## src/sv/pmfb_pkg.sv

```systemverilog
// Shared types, constants and command codes for the paged frame buffer.
`default_nettype none
package pmfb_pkg;
    localparam int unsigned COLUMNS_DEF = 128;
    localparam int unsigned PAGES_DEF   = 8;

    typedef enum logic [2:0] {
        OP_PIXEL = 3'd0,
        OP_FILL  = 3'd1,
        OP_IMAGE = 3'd2,
        OP_CLEAR = 3'd3,
        OP_READ  = 3'd4
    } op_t;

    typedef struct packed {
        logic [2:0] op;
        logic [6:0] x;
        logic [5:0] y;
        logic [6:0] height;
        logic [7:0] width;
        logic [2:0] row_index;
        logic [6:0] column_index;
        logic [7:0] image_byte;
        logic       overwrite;
    } in_word_t;

    typedef struct packed {
        logic [7:0] read_data;
        logic       clipped;
    } out_word_t;

    // Classified command handed from front to back.
    typedef enum logic [1:0] {
        CMD_WRITE = 2'd0,  // up to two byte writes, one column
        CMD_FILL  = 2'd1,  // rectangle walk
        CMD_CLEAR = 2'd2,
        CMD_READ  = 2'd3
    } cmd_kind_t;

    typedef struct packed {
        cmd_kind_t  kind;
        logic [7:0] col;        // column (up to 254)
        logic [5:0] page0;      // first page (up to 14)
        logic [7:0] keep0;
        logic [7:0] set0;
        logic       en0;
        logic [7:0] keep1;
        logic [7:0] set1;
        logic       en1;
        logic [5:0] fill_y;
        logic [7:0] fill_last; // last pixel row (up to 189)
        logic [7:0] fill_width;
        logic       nop;        // result only, all zero
    } cmd_t;

    typedef enum logic [2:0] {
        BK_IDLE,
        BK_RD,
        BK_WR,
        BK_CLEAR,
        BK_DONE
    } bk_state_t;
endpackage
`default_nettype wire

```

## src/sv/pmfb_front.sv

```systemverilog
// Front end: accepts commands and turns them into byte-level work.
`default_nettype none
module pmfb_front
    import pmfb_pkg::*;
(
    input  wire logic     aclk,
    input  wire logic     aresetn,
    input  wire logic     s_valid,
    output logic          s_ready,
    input  wire in_word_t s_data,
    output logic          q_valid,
    input  wire logic     q_ready,
    output cmd_t          q_cmd
);
    cmd_t       cmd_reg;
    logic       vld_reg;
    cmd_t       c;
    logic [2:0] b;
    logic [7:0] low;
    logic [15:0] sh;
    logic [6:0] row8;

    assign s_ready = !vld_reg || q_ready;
    assign q_valid = vld_reg;
    assign q_cmd   = cmd_reg;

    always_comb begin
        b    = s_data.y[2:0];
        low  = 8'((9'd1 << b) - 9'd1);
        sh   = 16'(s_data.image_byte) << b;
        row8 = {s_data.row_index, 3'b000};
        c = '0;
        c.kind       = CMD_WRITE;
        c.col        = 8'(s_data.x) + 8'(s_data.column_index);
        c.page0      = 6'(s_data.y[5:3]) + 6'(s_data.row_index);
        c.keep0      = 8'hFF;
        c.keep1      = 8'hFF;
        c.fill_y     = s_data.y;
        c.fill_last  = 8'(s_data.y) + 8'(s_data.height) - 8'd1;
        c.fill_width = s_data.width;
        case (s_data.op)
            OP_PIXEL: begin
                c.col   = 8'(s_data.x);
                c.page0 = 6'(s_data.y[5:3]);
                c.set0  = 8'(9'd1 << b);
                c.en0   = 1'b1;
            end
            OP_FILL: begin
                c.kind = CMD_FILL;
                c.col  = 8'(s_data.x);
                c.nop  = (s_data.height == 7'd0) || (s_data.width == 8'd0);
            end
            OP_IMAGE: begin
                c.set0  = sh[7:0];
                c.set1  = sh[15:8];
                c.keep0 = s_data.overwrite ? low : 8'hFF;
                c.keep1 = s_data.overwrite ? ~low : 8'hFF;
                c.en0   = row8 < s_data.height;
                c.en1   = c.en0 && (b != 3'd0)
                          && ((8'(row8) + 8'd8 - 8'(b)) < 8'(s_data.height));
                c.nop   = !c.en0;
            end
            OP_CLEAR: c.kind = CMD_CLEAR;
            OP_READ: begin
                c.kind  = CMD_READ;
                c.col   = 8'(s_data.x);
                c.page0 = 6'(s_data.row_index);
            end
            default: c.nop = 1'b1;
        endcase
    end

    always_ff @(posedge aclk) begin
        if (!aresetn) begin
            vld_reg <= 1'b0;
        end else if (s_ready) begin
            vld_reg <= s_valid;
        end
        if (s_ready && s_valid) begin
            cmd_reg <= c;
        end
    end
endmodule
`default_nettype wire

```

## config.mk

```make
export PLATFORM = sky130hd
export DESIGN_NAME = pmfb_front
export DESIGN_NICKNAME = d
export VERILOG_FILES = /design/src/sv/pmfb_pkg.sv /design/src/sv/pmfb_front.sv
export SDC_FILE = /design/constraint.sdc
export NUM_CORES = 1
export LEC_CHECK = 0
export BUFFER_PORTS_ARGS = -buffer_cell sky130_fd_sc_hd__clkbuf_2
export CAP_MARGIN = 20
export CORE_MARGIN = 3
export CORE_UTILIZATION = 56
export DETAILED_ROUTE_END_ITERATION = 10
export PLACE_DENSITY_LB_ADDON = 0.08
export SETUP_SLACK_MARGIN = 0.05
export SLEW_MARGIN = 5
export SYNTH_ARGS = -nofsm -noshare
export SYNTH_HDL_FRONTEND = slang
export SYNTH_SLANG_ARGS = --single-unit
```

## constraint.sdc

```tcl
create_clock -name aclk -period 5.1 [get_ports aclk]
set_input_delay 1.02 -clock aclk [delete_from_list [all_inputs] [get_ports aclk]]
set_output_delay 1.02 -clock aclk [all_outputs]
set_load 0.01 [all_outputs]
```

==> results.yml <==
status:
  run_status: "completed"
floorplanning:
  start_util_pct: 58.6
  io_pins: 129
  die_width_um: 93.8
  core_area_um2: 7370
  die_y_um: 93.8
  placementRows: 31
  dieArea_um2: 8800
yosys:
  synth_common_cells: "70 x edfxtp_1, 43 x ha_1, 40 x inv_1"
  yosysUniqueCellTypes: 52
  synth_async_sr_flop_share_pct: 0
  syn_avg_cell_area_um2: 11.0
  synth_top_area_cell: "edfxtp_1"
  synth_edf_count: 70
  ys_warn_count: 0
  syn_area_um2: 4320
  yosysSeqAreaShare_pct: 49.1
  synth.area.top_cells: "edfxtp_1 49%, ha_1 12%, inv_1 3.5%, nand2_1 2.9%, mux2i_1 2.8%"
  synth_ff_type: "edfxtp_1"
  synth_top_area_share_pct: 48.7
  syn_inst: 391
  yosysMostFrequentCell: "edfxtp_1"
  ys_ff_latch: 71
timing:
  period_minus_slack_ns: 3.09
  final.period_utilization_pct: 60.7
  worst_slack_ns: 2.01
  fmaxAchievable_mhz: 323
  fin_skew_ns: 0.00573
  slew_headroom_pct: 46.8
  fin_tns_setup_ns: 0
  finalMaxSlewViolations: 0
  final-hold-violation-count: 0
  finalSetupViolCount: 0
  rsz0062_at_grt: "false"
  holdWs_ns: 0.537
  max_slew.worst_pin.slew_ns: 0.798
final_layout:
  num_antenna_cells: 0
  nNetsFinal: 613
  final_layout_size_suffix_gt1_share_pct: 29.9
  syn_to_final_growth_pct: 20.2
drt:
  drt_iter0_drc: 130
  dr_total_vias: 3304
  wirelength_um: 9300
  ant_nets: 0
  drc: 0
  detail_route.first_pass.iterations: 4
  vias_per_cell: 5.35
  wl_per_cell_um: 15.1
clock_tree:
  cts_tree: "done"
  cts_inserted_buffers: 9
  clock_sinks: 71
  clkLatencyLatePin_ns: 0.35
  cts_root_buffer: "clkbuf_8"
  clk_pin_slew_ns: 0.08
  cts_max_path_buffers: 2
  ctsHoldBuffers: 0
  post_cts_buffers: 0
  cts_resized: 0
  htreeDepth: 3
placed_design:
  place_ws_ns: 1.65
  gp_congestion: 0.851
  dp_hpwl_um: 7060
  io_buffers: 125
worst_setup_path:
  crit_top_cell: "ha_1"
  timing.rr.end: "q_cmd[47]"
  slowest_delay_ns: 0.32
  worstPathCellList: "clkbuf_2 > inv_1 > ha_1 > ha_1 > inv_1 > ha_1 > nor3b_1 > xor2_1 > a21oi_1 > nand2b_1"
  rr_worst_depth: 3
  crit_path_top_delay_cell: "ha_1"
  worstReg2RegStart: "q_valid"
  path_class: "in2reg"
  cp_data_required_time_ns: 5.20
  startpoint_type: "primary input"
  crit_fanout: 17
  cp-end-kind: "flip-flop"
  r2r_slack_ns: 3.08
  arrival_ns: 3.19
pwr:
  p_int_mw: 1.05
  seq_power_share_pct: 47.5
  power_switching_share_pct: 28.9
  p_leak_nw: 2.30
  power_density_nw_per_um2: 284
  p_sw_mw: 0.427
  max-vdd-ir-drop_uv: 188
  clock_power_share_pct: 32.1
  power_frac_comb_pct: 20.4
flow_run:
  drv_cap: 0
global_route:
  grt_max_degree: 40
  grt_pass1_vias: 3281
  antenna_found_initial: 0
  grt_pass1_wl_um: 15400
  grt-ovfl-total: 0
  grt_usage_pct: 22.3
hold_path:
  min_from: "q_valid"
  min_to: "q_valid"
  hold_depth: 2
  hp-class: "reg2reg"
-- area by class of cell --
cell class,count,area (um^2)
clock inverter,7,81.3
clock buffer,9,124
sequential,71,2120
multi-input combinational,264,1960
inverter,41,154
fill,595,2180
tap,99,124
timing repair buffer,126,633
-- worst max path at each step --
stage,slack (ns),end,start,cells after the start
6_report,2.01,q_cmd[38],s_data[34],10
5_1_grt,1.79,q_cmd[23],s_data[34],10
4_1_cts,2.01,q_cmd[38],s_data[34],10
3_5_place_dp,1.65,q_cmd[38],s_data[34],10
3_3_place_gp,1.78,q_cmd[38],s_data[34],10
2_1_floorplan,1.80,q_cmd[0],q_ready,2
-- cells in the final DEF, fill, tap and decap left out, types with 2 or more instances in the layout --
| cell | n |
|---|---|
| xor2_1 | 5 |
| a21oi_1 | 14 |
| nor4_1 | 3 |
| nand3b_1 | 3 |
| edfxtp_1 | 70 |
| ha_1 | 43 |
| nor4b_1 | 2 |
| nor2b_1 | 6 |
| o211ai_1 | 5 |
| clkinvlp_4 | 3 |
| clkbuf_2 | 125 |
| o31a_1 | 3 |
| nand2b_1 | 10 |
| o21a_1 | 2 |
| mux2_2 | 7 |
| a211oi_1 | 7 |
| a21o_1 | 3 |
| clkbuf_8 | 9 |
| xnor2_1 | 9 |
| inv_1 | 40 |
| and3_1 | 5 |
| fa_1 | 3 |
| conb_1 | 3 |
| o2111ai_1 | 3 |
| mux2i_1 | 12 |
| nor3_1 | 4 |
| nand4_1 | 2 |
| nand2_1 | 33 |
| o21bai_1 | 2 |
| nand3_1 | 6 |
| nor3b_1 | 4 |
| nor2_1 | 26 |
| a22oi_1 | 2 |
| o21ai_0 | 20 |
-- kinds of logic after synthesis --
family	Yosys count	synth area share [%]
compound gates	70	10.5
simple gates	112	13.2
mux	19	4.61
xor+xnor	14	2.84
other cells	1	0.0868
buf+inv	58	5.79
fa+ha+maj	46	13.8
flops	71	49.1
-- power by group through the flow --
stage | Clock, mW | Combinational, mW | Sequential [mW]
2_1_floorplan | 0 | 0.174 | 0.739
6_report | 0.474 | 0.301 | 0.702
3_5_place_dp | 0 | 0.301 | 0.715
3_3_place_gp | 0 | 0.292 | 0.715
4_1_cts | 0.479 | 0.303 | 0.702
5_1_grt | 0.506 | 0.341 | 0.705
-- layer usage --
layer,GRT usage (%),share of wire (%),up-vias
li1,-,-,1640
met1,27.3,42,1554
met2,39.4,52,104
met3,4.97,5.7,6
met4,6.50,0.78,0
met5,0,0,-
-- through the flow --
stage          std cells  power, mW  utilization [%]  instance area, um^2
6_report             617       1.48             70.5                 5190
5_1_grt              617       1.55             70.5                 5190
4_1_cts              617       1.49             70.5                 5190
3_5_place_dp         601       1.02             67.7                 4990
3_3_place_gp         601       1.01             67.7                 4990
2_1_floorplan        393      0.913                -                 4330
-- flip-flops by register name, summed over array words and instances (netlist names) --
name and count:
q_cmd 70, q_valid 1
-- worst max-delay path, delay by kind of cell --
kind,cells,cell delay (ns)
xor+xnor,1,0.19
buf+inv,3,0.61
compound gates,1,0.10
simple gates,2,0.43
fa+ha+maj,3,0.84
Note: power is estimated with default switching activity, not from simulation.
